$ cat config.mk
export PLATFORM = sky130hd
export DESIGN_NAME = shelf_rectangle_packer_unit
export DESIGN_NICKNAME = d
export VERILOG_FILES = /design/src/srp_pkg.sv /design/src/srp_front.sv /design/src/srp_queue.sv /design/src/srp_back.sv /design/src/shelf_rectangle_packer_unit.sv
export SDC_FILE = /design/constraint.sdc
export NUM_CORES = 2
export LEC_CHECK = 0
export BUFFER_PORTS_ARGS = -buffer_cell sky130_fd_sc_hd__buf_2
export CAP_MARGIN = 20
export CORE_MARGIN = 4
export CORE_UTILIZATION = 40
export CTS_CLUSTER_SIZE = 10
export DETAILED_ROUTE_END_ITERATION = 10
export SLEW_MARGIN = 20
export SYNTH_ARGS = -nofsm -noshare
export SYNTH_HDL_FRONTEND = slang
export SYNTH_SLANG_ARGS = --single-unit
$ cat constraint.sdc
create_clock -name i_clk -period 27.4 [get_ports i_clk]
set_input_delay 4.11 -clock i_clk [delete_from_list [all_inputs] [get_ports i_clk]]
set_output_delay 4.11 -clock i_clk [all_outputs]
set_load 0.005 [all_outputs]
$ cat src/srp_pkg.sv
// Shared types and codes for the shelf rectangle packer.
// Used by every module of the block and by its checker; depends on nothing.
`default_nettype none

package srp_pkg;

    // Command opcodes as they arrive on the input stream
    localparam int OPCODE_BITS = 2;
    localparam logic [OPCODE_BITS-1:0] OP_PLACE     = 2'd0;
    localparam logic [OPCODE_BITS-1:0] OP_LOAD      = 2'd1;
    localparam logic [OPCODE_BITS-1:0] OP_CLEAR     = 2'd2;
    localparam logic [OPCODE_BITS-1:0] OP_CLEAR_ALT = 2'd3;

    // Configuration register indexes
    localparam int CFG_IDX_BITS = 3;
    localparam logic [CFG_IDX_BITS-1:0] CFG_TRIM_LEFT   = 3'd0;
    localparam logic [CFG_IDX_BITS-1:0] CFG_TRIM_RIGHT  = 3'd1;
    localparam logic [CFG_IDX_BITS-1:0] CFG_TRIM_TOP    = 3'd2;
    localparam logic [CFG_IDX_BITS-1:0] CFG_TRIM_BOTTOM = 3'd3;
    localparam logic [CFG_IDX_BITS-1:0] CFG_GAP         = 3'd4;

    // Result status codes
    localparam int STATUS_BITS = 3;
    typedef enum logic [STATUS_BITS-1:0] {
        ST_PLACED     = 3'd0,
        ST_LOADED     = 3'd1,
        ST_CLEARED    = 3'd2,
        ST_NO_SHEETS  = 3'd3,
        ST_EXHAUSTED  = 3'd4,
        ST_TOO_BIG    = 3'd5,
        ST_TABLE_FULL = 3'd6
    } t_status;

    localparam int SHEET_NUM_BITS = 6;

    // Command queue between front and back
    localparam int QUEUE_DEPTH = 4;
    localparam int QUEUE_AW    = $clog2(QUEUE_DEPTH);

    // Decoded command kind
    typedef enum logic [1:0] {
        KIND_PLACE = 2'd0,
        KIND_LOAD  = 2'd1,
        KIND_CLEAR = 2'd2
    } t_kind;

    typedef struct packed {
        t_kind kind;
        logic  rot_ok;   // turning allowed and the rectangle is not square
    } t_ctl;

endpackage

`default_nettype wire

$ cat src/srp_front.sv
// Front end of the packer: accepts stream words and decodes the command kind.
// Depends on srp_pkg.
`default_nettype none

module srp_front #(
    parameter int DIM_BITS = 24
) (
    input  wire logic                             i_clk,
    input  wire logic                             i_rst_n,
    input  wire logic                             i_in_valid,
    output logic                                  o_in_ready,
    input  wire logic [srp_pkg::OPCODE_BITS-1:0]  i_in_opcode,
    input  wire logic [DIM_BITS-1:0]              i_in_w,
    input  wire logic [DIM_BITS-1:0]              i_in_h,
    input  wire logic                             i_in_rot,
    output logic                                  o_cmd_valid,
    input  wire logic                             i_cmd_ready,
    output srp_pkg::t_ctl                         o_cmd_ctl,
    output logic [DIM_BITS-1:0]                   o_cmd_w,
    output logic [DIM_BITS-1:0]                   o_cmd_h
);
    import srp_pkg::*;

    logic                r_v;
    t_ctl                r_ctl;
    t_ctl                n_ctl;
    logic [DIM_BITS-1:0] r_w;
    logic [DIM_BITS-1:0] r_h;

    assign o_in_ready  = !r_v || i_cmd_ready;
    assign o_cmd_valid = r_v;
    assign o_cmd_ctl   = r_ctl;
    assign o_cmd_w     = r_w;
    assign o_cmd_h     = r_h;

    always_comb begin
        n_ctl.rot_ok = i_in_rot && (i_in_w != i_in_h);
        case (i_in_opcode) inside
            OP_PLACE:               n_ctl.kind = KIND_PLACE;
            OP_LOAD:                n_ctl.kind = KIND_LOAD;
            OP_CLEAR, OP_CLEAR_ALT: n_ctl.kind = KIND_CLEAR;
            default:                n_ctl.kind = KIND_CLEAR;
        endcase
    end

    always_ff @(posedge i_clk) begin
        if (!i_rst_n) begin
            r_v <= 1'b0;
        end else if (o_in_ready) begin
            r_v <= i_in_valid;
        end
    end

    always_ff @(posedge i_clk) begin
        if (i_in_valid && o_in_ready) begin
            r_ctl <= n_ctl;
            r_w   <= i_in_w;
            r_h   <= i_in_h;
        end
    end

endmodule

`default_nettype wire

$ cat src/srp_queue.sv
// Short command queue that decouples the packer front end from the back end.
// Depends on srp_pkg for its depth.
`default_nettype none

module srp_queue #(
    parameter int WIDTH = 51
) (
    input  wire logic             i_clk,
    input  wire logic             i_rst_n,
    input  wire logic             i_push_valid,
    output logic                  o_push_ready,
    input  wire logic [WIDTH-1:0] i_push_data,
    output logic                  o_pop_valid,
    input  wire logic             i_pop_ready,
    output logic [WIDTH-1:0]      o_pop_data
);
    import srp_pkg::*;

    logic [WIDTH-1:0]    r_mem [QUEUE_DEPTH];
    logic [QUEUE_AW-1:0] r_wp;
    logic [QUEUE_AW-1:0] r_rp;
    logic [QUEUE_AW:0]   r_count;
    logic                push;
    logic                pop;

    assign o_push_ready = (r_count != (QUEUE_AW+1)'(QUEUE_DEPTH));
    assign o_pop_valid  = (r_count != '0);
    assign o_pop_data   = r_mem[r_rp];
    assign push         = i_push_valid && o_push_ready;
    assign pop          = o_pop_valid && i_pop_ready;

    always_ff @(posedge i_clk) begin
        if (!i_rst_n) begin
            r_wp    <= '0;
            r_rp    <= '0;
            r_count <= '0;
        end else begin
            if (push) begin
                r_wp <= r_wp + QUEUE_AW'(1);
            end
            if (pop) begin
                r_rp <= r_rp + QUEUE_AW'(1);
            end
            case ({push, pop})
                2'b10:   r_count <= r_count + (QUEUE_AW+1)'(1);
                2'b01:   r_count <= r_count - (QUEUE_AW+1)'(1);
                default: r_count <= r_count;
            endcase
        end
    end

    always_ff @(posedge i_clk) begin
        if (push) begin
            r_mem[r_wp] <= i_push_data;
        end
    end

endmodule

`default_nettype wire

$ cat src/srp_back.sv
// Back end of the packer: sheet table, cursor state, placement and result register.
// Depends on srp_pkg; fed from srp_queue.
`default_nettype none

module srp_back #(
    parameter int MAX_SHEETS = 64,
    parameter int DIM_BITS   = 24
) (
    input  wire logic                               i_clk,
    input  wire logic                               i_rst_n,
    input  wire logic                               i_cfg_we,
    input  wire logic [srp_pkg::CFG_IDX_BITS-1:0]   i_cfg_idx,
    input  wire logic [DIM_BITS-1:0]                i_cfg_data,
    input  wire logic                               i_cmd_valid,
    output logic                                    o_cmd_ready,
    input  srp_pkg::t_ctl                           i_cmd_ctl,
    input  wire logic [DIM_BITS-1:0]                i_cmd_w,
    input  wire logic [DIM_BITS-1:0]                i_cmd_h,
    output logic                                    o_res_valid,
    input  wire logic                               i_res_ready,
    output srp_pkg::t_status                        o_res_status,
    output logic [srp_pkg::SHEET_NUM_BITS-1:0]      o_res_sheet,
    output logic [DIM_BITS-1:0]                     o_res_x,
    output logic [DIM_BITS-1:0]                     o_res_y,
    output logic [DIM_BITS-1:0]                     o_res_w,
    output logic [DIM_BITS-1:0]                     o_res_h,
    output logic                                    o_res_turned
);
    import srp_pkg::*;

    localparam int LW = $clog2(MAX_SHEETS + 1);
    localparam int AW = (MAX_SHEETS > 1) ? $clog2(MAX_SHEETS) : 1;
    localparam int CW = DIM_BITS + 2;
    localparam int SW = DIM_BITS + 3;

    // configuration
    logic [DIM_BITS-1:0] r_trim_l, r_trim_r, r_trim_t, r_trim_b, r_gap;
    logic [DIM_BITS:0]   r_trim_lr, r_trim_tb;

    // packing state
    logic [LW-1:0]       r_loaded, n_loaded;
    logic [LW-1:0]       r_sheet, n_sheet;
    logic [CW-1:0]       r_cx, n_cx;
    logic [CW-1:0]       r_cy, n_cy;
    logic [DIM_BITS-1:0] r_rh, n_rh;

    // sheet table, plus copies of the current and the following sheet
    logic [DIM_BITS-1:0] mem_w [MAX_SHEETS];
    logic [DIM_BITS-1:0] mem_h [MAX_SHEETS];
    logic [DIM_BITS-1:0] r_cur_w, r_cur_h;
    logic [DIM_BITS-1:0] r_nxt_w, r_nxt_h;
    logic [AW-1:0]       wr_addr, rd_addr;
    logic [LW:0]         rd_sum;
    logic                wr_en;
    logic                adv;

    // result register
    logic                      r_ov;
    t_status                   r_o_status, n_status;
    logic [SHEET_NUM_BITS-1:0] r_o_sheet, n_sn;
    logic [DIM_BITS-1:0]       r_o_x, r_o_y, r_o_w, r_o_h;
    logic                      r_o_turned;

    // placement arithmetic
    logic signed [SW-1:0] e_w, e_h, e_cx, e_cy, e_rh, e_gap, e_cy2;
    logic signed [SW-1:0] uw, uh, nuw, nuh;
    logic                 a0, a1, b0, b1, c0, c1;
    logic                 row_open, has_next, table_full, fire;
    logic [LW:0]          sheet_inc;
    logic [LW-1:0]        sn_src;
    logic [LW+SHEET_NUM_BITS-1:0] sn_ext;
    logic                 place_ok, p_turn;
    logic [CW-1:0]        p_x, p_y;
    logic [DIM_BITS-1:0]  p_w, p_h, rh_base;

    assign o_cmd_ready = !r_ov || i_res_ready;
    assign fire        = i_cmd_valid && o_cmd_ready;

    assign e_w   = $signed({3'b000, i_cmd_w});
    assign e_h   = $signed({3'b000, i_cmd_h});
    assign e_cx  = $signed({1'b0, r_cx});
    assign e_cy  = $signed({1'b0, r_cy});
    assign e_rh  = $signed({3'b000, r_rh});
    assign e_gap = $signed({3'b000, r_gap});
    assign e_cy2 = e_cy + e_rh + e_gap;
    assign uw    = $signed({3'b000, r_cur_w}) - $signed({2'b00, r_trim_lr});
    assign uh    = $signed({3'b000, r_cur_h}) - $signed({2'b00, r_trim_tb});
    assign nuw   = $signed({3'b000, r_nxt_w}) - $signed({2'b00, r_trim_lr});
    assign nuh   = $signed({3'b000, r_nxt_h}) - $signed({2'b00, r_trim_tb});

    // at the cursor, in a fresh row, and at the origin of the next sheet
    assign a0 = (e_cx + e_w <= uw) && (e_cy + e_h <= uh);
    assign a1 = i_cmd_ctl.rot_ok && (e_cx + e_h <= uw) && (e_cy + e_w <= uh);
    assign b0 = (e_w <= uw) && (e_cy2 + e_h <= uh);
    assign b1 = i_cmd_ctl.rot_ok && (e_h <= uw) && (e_cy2 + e_w <= uh);
    assign c0 = (e_w <= nuw) && (e_h <= nuh);
    assign c1 = i_cmd_ctl.rot_ok && (e_h <= nuw) && (e_w <= nuh);

    assign row_open   = (r_rh != '0);
    assign sheet_inc  = {1'b0, r_sheet} + (LW+1)'(1);
    assign has_next   = (sheet_inc < {1'b0, r_loaded});
    assign table_full = (r_loaded == LW'(MAX_SHEETS));

    always_comb begin
        n_loaded = r_loaded;
        n_sheet  = r_sheet;
        n_cx     = r_cx;
        n_cy     = r_cy;
        n_rh     = r_rh;
        n_status = ST_PLACED;
        sn_src   = '0;
        wr_en    = 1'b0;
        place_ok = 1'b0;
        p_turn   = 1'b0;
        p_x      = '0;
        p_y      = '0;
        rh_base  = '0;
        if (fire) begin
            case (i_cmd_ctl.kind)
                KIND_CLEAR: begin
                    n_loaded = '0;
                    n_sheet  = '0;
                    n_cx     = '0;
                    n_cy     = '0;
                    n_rh     = '0;
                    n_status = ST_CLEARED;
                end
                KIND_LOAD: begin
                    if (table_full) begin
                        n_status = ST_TABLE_FULL;
                    end else begin
                        wr_en    = 1'b1;
                        n_loaded = r_loaded + LW'(1);
                        n_status = ST_LOADED;
                        sn_src   = r_loaded;
                    end
                end
                KIND_PLACE: begin
                    if (r_loaded == '0) begin
                        n_status = ST_NO_SHEETS;
                    end else if (a0 || a1) begin
                        place_ok = 1'b1;
                        p_turn   = !a0;
                        p_x      = r_cx;
                        p_y      = r_cy;
                        rh_base  = r_rh;
                    end else if (row_open && (b0 || b1)) begin
                        place_ok = 1'b1;
                        p_turn   = !b0;
                        p_y      = e_cy2[CW-1:0];
                    end else if (!has_next) begin
                        // keep the row that the failed try opened
                        n_status = ST_EXHAUSTED;
                        if (row_open) begin
                            n_cx = '0;
                            n_cy = e_cy2[CW-1:0];
                            n_rh = '0;
                        end
                    end else begin
                        n_sheet = sheet_inc[LW-1:0];
                        n_cx    = '0;
                        n_cy    = '0;
                        n_rh    = '0;
                        if (c0 || c1) begin
                            place_ok = 1'b1;
                            p_turn   = !c0;
                        end else begin
                            n_status = ST_TOO_BIG;
                        end
                    end
                end
                default: begin
                    n_status = ST_CLEARED;
                end
            endcase
        end
        p_w = p_turn ? i_cmd_h : i_cmd_w;
        p_h = p_turn ? i_cmd_w : i_cmd_h;
        if (place_ok) begin
            n_cx   = p_x + CW'(p_w) + CW'(r_gap);
            n_cy   = p_y;
            n_rh   = (p_h > rh_base) ? p_h : rh_base;
            sn_src = n_sheet;
        end
    end

    assign sn_ext = {{SHEET_NUM_BITS{1'b0}}, sn_src};
    assign n_sn   = sn_ext[SHEET_NUM_BITS-1:0];
    assign adv    = fire && (i_cmd_ctl.kind == KIND_PLACE) && (n_sheet != r_sheet);

    // read the slot after the sheet that the next command will work on
    assign wr_addr = r_loaded[AW-1:0];
    assign rd_sum  = {1'b0, n_sheet} + (LW+1)'(1);
    assign rd_addr = rd_sum[AW-1:0];

    always_ff @(posedge i_clk) begin
        if (wr_en) begin
            mem_w[wr_addr] <= i_cmd_w;
            mem_h[wr_addr] <= i_cmd_h;
        end
    end

    always_ff @(posedge i_clk) begin
        if (wr_en && (wr_addr == rd_addr)) begin
            r_nxt_w <= i_cmd_w;
            r_nxt_h <= i_cmd_h;
        end else begin
            r_nxt_w <= mem_w[rd_addr];
            r_nxt_h <= mem_h[rd_addr];
        end
    end

    always_ff @(posedge i_clk) begin
        if (wr_en && (r_loaded == r_sheet)) begin
            r_cur_w <= i_cmd_w;
            r_cur_h <= i_cmd_h;
        end else if (adv) begin
            r_cur_w <= r_nxt_w;
            r_cur_h <= r_nxt_h;
        end
    end

    always_ff @(posedge i_clk) begin
        if (!i_rst_n) begin
            r_trim_l  <= '0;
            r_trim_r  <= '0;
            r_trim_t  <= '0;
            r_trim_b  <= '0;
            r_gap     <= '0;
            r_trim_lr <= '0;
            r_trim_tb <= '0;
        end else if (i_cfg_we) begin
            case (i_cfg_idx)
                CFG_TRIM_LEFT: begin
                    r_trim_l  <= i_cfg_data;
                    r_trim_lr <= {1'b0, i_cfg_data} + {1'b0, r_trim_r};
                end
                CFG_TRIM_RIGHT: begin
                    r_trim_r  <= i_cfg_data;
                    r_trim_lr <= {1'b0, r_trim_l} + {1'b0, i_cfg_data};
                end
                CFG_TRIM_TOP: begin
                    r_trim_t  <= i_cfg_data;
                    r_trim_tb <= {1'b0, i_cfg_data} + {1'b0, r_trim_b};
                end
                CFG_TRIM_BOTTOM: begin
                    r_trim_b  <= i_cfg_data;
                    r_trim_tb <= {1'b0, r_trim_t} + {1'b0, i_cfg_data};
                end
                CFG_GAP: begin
                    r_gap <= i_cfg_data;
                end
                default: begin
                end
            endcase
        end
    end

    always_ff @(posedge i_clk) begin
        if (!i_rst_n) begin
            r_loaded <= '0;
            r_sheet  <= '0;
            r_cx     <= '0;
            r_cy     <= '0;
            r_rh     <= '0;
            r_ov     <= 1'b0;
        end else begin
            r_loaded <= n_loaded;
            r_sheet  <= n_sheet;
            r_cx     <= n_cx;
            r_cy     <= n_cy;
            r_rh     <= n_rh;
            if (fire) begin
                r_ov <= 1'b1;
            end else if (i_res_ready) begin
                r_ov <= 1'b0;
            end
        end
    end

    always_ff @(posedge i_clk) begin
        if (fire) begin
            r_o_status <= n_status;
            r_o_sheet  <= n_sn;
            r_o_x      <= place_ok ? p_x[DIM_BITS-1:0] : '0;
            r_o_y      <= place_ok ? p_y[DIM_BITS-1:0] : '0;
            r_o_w      <= place_ok ? p_w : '0;
            r_o_h      <= place_ok ? p_h : '0;
            r_o_turned <= place_ok && p_turn;
        end
    end

    assign o_res_valid  = r_ov;
    assign o_res_status = r_o_status;
    assign o_res_sheet  = r_o_sheet;
    assign o_res_x      = r_o_x;
    assign o_res_y      = r_o_y;
    assign o_res_w      = r_o_w;
    assign o_res_h      = r_o_h;
    assign o_res_turned = r_o_turned;

endmodule

`default_nettype wire

$ cat src/shelf_rectangle_packer_unit.sv
// Top level of the next-fit shelf rectangle packer.
// Instantiates srp_front, srp_queue and srp_back; depends on srp_pkg.
//
//   channel   dir  handshake                  payload
//   s_axis    in   tvalid / tready            tdata: size_w, size_h, may_rotate
//                                             tuser: opcode
//   m_axis    out  tvalid / tready            tdata: sheet_number, pos_x, pos_y,
//                                               placed_w, placed_h, turned
//                                             tuser: status
//   cfg       in   i_cfg_we (no wait)         i_cfg_idx, i_cfg_data
//
// One command per clock sustained while m_axis does not stall, one result
// per command. A command passes the front register, the four-entry command
// queue and the back end, which registers its result. The back end settles
// a whole placement (cursor, fresh row, next sheet) combinationally against
// registered copies of the current and the following sheet size.
// Reset is synchronous, active low, and empties the queue, the sheet count
// and the cursor; the sheet table itself needs no clearing pass. A stall on
// m_axis holds the result register and lets the queue fill before s_axis
// tready drops.
`default_nettype none

module shelf_rectangle_packer_unit #(
    parameter int MAX_SHEETS = 64,
    parameter int DIM_BITS   = 24
) (
    input  wire logic                              i_clk,
    input  wire logic                              i_rst_n,
    // stream in
    input  wire logic                              i_s_axis_tvalid,
    output logic                                   o_s_axis_tready,
    // size_w, size_h, may_rotate, zero fill
    input  wire logic [((2*DIM_BITS+1+7)/8)*8-1:0] i_s_axis_tdata,
    // opcode
    input  wire logic [srp_pkg::OPCODE_BITS-1:0]   i_s_axis_tuser,
    // stream out
    output logic                                   o_m_axis_tvalid,
    input  wire logic                              i_m_axis_tready,
    // sheet_number, pos_x, pos_y, placed_w, placed_h, turned, zero fill
    output logic [((srp_pkg::SHEET_NUM_BITS+4*DIM_BITS+1+7)/8)*8-1:0] o_m_axis_tdata,
    // status
    output logic [srp_pkg::STATUS_BITS-1:0]        o_m_axis_tuser,
    // configuration writes
    input  wire logic                              i_cfg_we,
    input  wire logic [srp_pkg::CFG_IDX_BITS-1:0]  i_cfg_idx,
    input  wire logic [DIM_BITS-1:0]               i_cfg_data
);
    import srp_pkg::*;

    localparam int OW = ((SHEET_NUM_BITS + 4*DIM_BITS + 1 + 7) / 8) * 8;
    localparam int QW = $bits(t_ctl) + 2*DIM_BITS;

    // front to queue
    logic                f_valid, f_ready;
    t_ctl                f_ctl;
    logic [DIM_BITS-1:0] f_w, f_h;

    // queue to back
    logic                q_valid, q_ready;
    logic [QW-1:0]       q_data;
    t_ctl                q_ctl;
    logic [DIM_BITS-1:0] q_w, q_h;

    // back results
    t_status                   res_status;
    logic [SHEET_NUM_BITS-1:0] res_sheet;
    logic [DIM_BITS-1:0]       res_x, res_y, res_w, res_h;
    logic                      res_turned;

    srp_front #(
        .DIM_BITS (DIM_BITS)
    ) u_front (
        .i_clk       (i_clk),
        .i_rst_n     (i_rst_n),
        .i_in_valid  (i_s_axis_tvalid),
        .o_in_ready  (o_s_axis_tready),
        .i_in_opcode (i_s_axis_tuser),
        .i_in_w      (i_s_axis_tdata[DIM_BITS-1:0]),
        .i_in_h      (i_s_axis_tdata[2*DIM_BITS-1:DIM_BITS]),
        .i_in_rot    (i_s_axis_tdata[2*DIM_BITS]),
        .o_cmd_valid (f_valid),
        .i_cmd_ready (f_ready),
        .o_cmd_ctl   (f_ctl),
        .o_cmd_w     (f_w),
        .o_cmd_h     (f_h)
    );

    srp_queue #(
        .WIDTH (QW)
    ) u_queue (
        .i_clk        (i_clk),
        .i_rst_n      (i_rst_n),
        .i_push_valid (f_valid),
        .o_push_ready (f_ready),
        .i_push_data  ({f_ctl, f_h, f_w}),
        .o_pop_valid  (q_valid),
        .i_pop_ready  (q_ready),
        .o_pop_data   (q_data)
    );

    // unpack the queued command
    assign q_w   = q_data[DIM_BITS-1:0];
    assign q_h   = q_data[2*DIM_BITS-1:DIM_BITS];
    assign q_ctl = t_ctl'(q_data[QW-1:2*DIM_BITS]);

    srp_back #(
        .MAX_SHEETS (MAX_SHEETS),
        .DIM_BITS   (DIM_BITS)
    ) u_back (
        .i_clk        (i_clk),
        .i_rst_n      (i_rst_n),
        .i_cfg_we     (i_cfg_we),
        .i_cfg_idx    (i_cfg_idx),
        .i_cfg_data   (i_cfg_data),
        .i_cmd_valid  (q_valid),
        .o_cmd_ready  (q_ready),
        .i_cmd_ctl    (q_ctl),
        .i_cmd_w      (q_w),
        .i_cmd_h      (q_h),
        .o_res_valid  (o_m_axis_tvalid),
        .i_res_ready  (i_m_axis_tready),
        .o_res_status (res_status),
        .o_res_sheet  (res_sheet),
        .o_res_x      (res_x),
        .o_res_y      (res_y),
        .o_res_w      (res_w),
        .o_res_h      (res_h),
        .o_res_turned (res_turned)
    );

    // pack the result, first field lowest, zero fill on top
    assign o_m_axis_tdata = OW'({res_turned, res_h, res_w, res_y, res_x, res_sheet});
    assign o_m_axis_tuser = res_status;

endmodule

`default_nettype wire

==> flow_summary_export.csv <==
group,metric,value,unit
cells_and_area,final_layout_size_suffix_gt1_share,22.1,%
placed_design,gp_congestion,0.943,
synthesis,synth_edf_count,3481,
floorplan,die_x,653,um
sta,worstMarginPinSlew,1.16,ns
clock_network,cts-resized-gates,0,
sta,post-route-period-util,57.4,%
sta,finalSetupViolations,0,
cells_and_area,final_cell_mix,"3,481 x edfxtp_1, 1,035 x mux4_2, 684 x ha_1",
clock_network,clk_pin_slew,0.06,ns
floorplan,die-area,426000,um^2
setup_path,cp.arrival,16.57,ns
clock_network,clock_path_buffers,4,
synthesis,synth_cells,9562,
placed_design,hpwlAfterDp,314000,um
sta,holdWs,0.454,ns
route,drt_iter0_drc,11000,
synthesis,syn_area,166000,um^2
pwr,pwr_density_cell,86.8,nW/um^2
setup_path,worstSetupEndpointType,"register",
route,wire_per_inst,31.2,um
route,first_pass_iters,6,
sta,fmax,0.0636,GHz
route,via_count,93800,
setup_path,cpPeakStageDelay,0.85,ns
clock_network,cts_tree,"done",
clock_network,clk_latency,1.00,ns
sta,rsz0062_at_grt,"no",
sta,drv_slew,0,
global_routing,grt_max_degree,159,
global_routing,grt_util_all_layers,22.6,%
clock_network,hold_buffers,0,
job,maxCapViolCount,0,
synthesis,syn_avg_cell_area,17.4,um^2
clock_network,cts_max_level,5,
synthesis,synth.distinct_cells,94,
route,drc_errors,0,
sta,clock_skew,0.107,ns
global_routing,grt_pass1_wl,689000,um
pwr,p_total,0.0163,W
route,antenna_left,0,
sta,final-hold-violation-count,0,
synthesis,synth_flop_cell,"edfxtp_1",
floorplan,die_h,653,um
setup_path,path_class,"reg -> reg",
pwr,ir_worst_vdd,68.6,uV
clock_network,clockRootBuffer,"clkbuf_16",
placed_design,port_buffers,190,
clock_network,cts_sinks,3758,
synthesis,yosysSeqAreaShare,66.2,%
setup_path,crit_slowest_cell,"a2111oi_0",
synthesis,yosys_warnings,0,
synthesis,synth_nets,10400,
setup_path,crit_fanout,58,
setup_path,startpoint_type,"register",
sta,setup-tns-final,0,ns
sta,finalCriticalPeriod,15.73,ns
floorplan,core_region_area,414000,um^2
cells_and_area,nNetsFinal,10900,
worst_hold_path,hold_path_class,"reg -> reg",
sta,relSlewSlack,21.9,%
synthesis,ys_ff_latch,3758,
global_routing,antenna_found_initial,38,
setup_path,crit_path_frequent_cell,"buf_4",
clock_network,cts_setup_buffers,0,
clock_network,numCtsBuffers,423,
route,totalWireLength,489000,um
outcome,status,"complete, no violations",
cells_and_area,layout_commonest_cell,"edfxtp_1",
cells_and_area,syn_to_final_growth,12.6,%
floorplan,io_pins,199,
floorplan,floorplan.initialDensity,40.2,%
floorplan,rows,236,
global_routing,grt_overflow,0,
synthesis,async_flop_share,0,%
pwr,p_leak,63.0,nW
setup_path,cp.required,28.24,ns
route,avgViaCountPerCell,5.98,
global_routing,grt_pass1_vias,93500,
-- metrics by stage --
step | area (um^2) | util (%) | cells | worst slack [ns]
2_1_floorplan | 166000 | - | 9562 | 11.35
3_3_place_gp | 176000 | 42.4 | 15100 | 11.49
3_5_place_dp | 176000 | 42.4 | 15100 | 11.63
4_1_cts | 187000 | 45.3 | 15700 | 11.56
5_1_grt | 187000 | 45.3 | 15700 | 10.43
6_report | 187000 | 45.3 | 15700 | 11.67
-- cells in the mapped netlist (35+ instances only) --
cell	count	share of area, %
fa_1	63	0.76
o21bai_1	35	0.16
ha_1	684	5.1
mux2i_1	52	0.31
a211oi_1	47	0.21
a21o_1	168	0.76
nor3_1	89	0.27
xnor2_1	211	1.1
nand2b_1	53	0.20
mux2_2	108	0.73
o21a_1	64	0.29
a21oi_1	507	1.5
and2_1	62	0.23
edfxtp_1	3481	63
nand2_1	527	1.2
xor2_1	123	0.65
nor2b_1	75	0.28
inv_1	302	0.68
clkbuf_1	267	0.60
dfxtp_1	277	3.3
a22o_1	41	0.22
nand3_1	115	0.35
nor2_1	378	0.85
nand4_1	75	0.28
o21ai_0	204	0.61
buf_1	79	0.18
mux4_2	1044	14
-- worst max-delay path: cells and delay by family, from the launching register on --
kind                       cells  cell delay (ns)
AOI/OAI and AO/OA             19             5.50
DFF                            1             0.75
buffers and inverters          6             3.03
and+or+nand+nor               11             2.29
xor gates and xnor gates       1             0.23
adders and majority gates      5             1.89
muxes                          4             1.66
-- path summary, 6_finish.rpt --
check | from | to | slack (ns) | depth (start not counted)
setup reg to reg | register | u_back.r_cx[25] | 11.67 | 46
setup / recovery | register | u_back.r_cx[25] | 11.67 | 46
hold / removal | u_back.r_trim_b[13] | u_back.r_trim_b[13] | 0.45 | 2
hold reg to reg | u_back.r_trim_b[13] | u_back.r_trim_b[13] | 0.45 | 2
-- area by class of cell --
type | instances | area, um^2
Antenna cell | 6 | 15.0
Clock buffer | 493 | 10900
Clock inverter | 47 | 798
Fill cell | 34900 | 226000
Inverter | 305 | 1150
Multi-Input combinational cell | 5133 | 54300
Sequential cell | 3758 | 110000
Tap cell | 5474 | 6850
Timing Repair Buffer | 472 | 3210
-- sequential cells by signal, summed over array words and instances (netlist names), 25 cells and up, named ones only --
register	flops
u_back.mem_h	1536
u_back.r_cy	26
u_queue.r_mem	204
u_back.mem_w	1536
u_back.r_cx	26
u_back.r_trim_tb	25
u_back.r_trim_lr	25
-- report_power, final --
group | internal, W | switching, W | leakage (nW)
Sequential | 0.00699 | 0.000109 | 33.7
Clock | 0.00281 | 0.00219 | 5.67
Combinational | 0.00133 | 0.00284 | 23.6
Total | 0.0111 | 0.00513 | 63.0
-- routing by layer --
layer | part of all wire (%) | up-vias | global-route usage (%)
met5 | 0.0070 | - | 0
met4 | 4.0 | 6 | 8.08
met3 | 8.8 | 754 | 3.56
met2 | 46 | 4346 | 35.3
met1 | 41 | 49400 | 32.1
li1 | - | 39300 | -
-- logic make-up after synthesis --
kind of cell,count (synthesis),share of synthesized area [%]
AO/OA/AOI/OAI,1318,5.05
XOR/XNOR,334,1.76
adder cells (fa/ha/maj),747,5.90
buffers and inverters,671,1.55
flip-flops,3758,66.2
multiplexers,1223,15.3
other,1,0.00225
AND/OR/NAND/NOR,1510,4.22
Note: power is estimated with default switching activity, not from simulation.
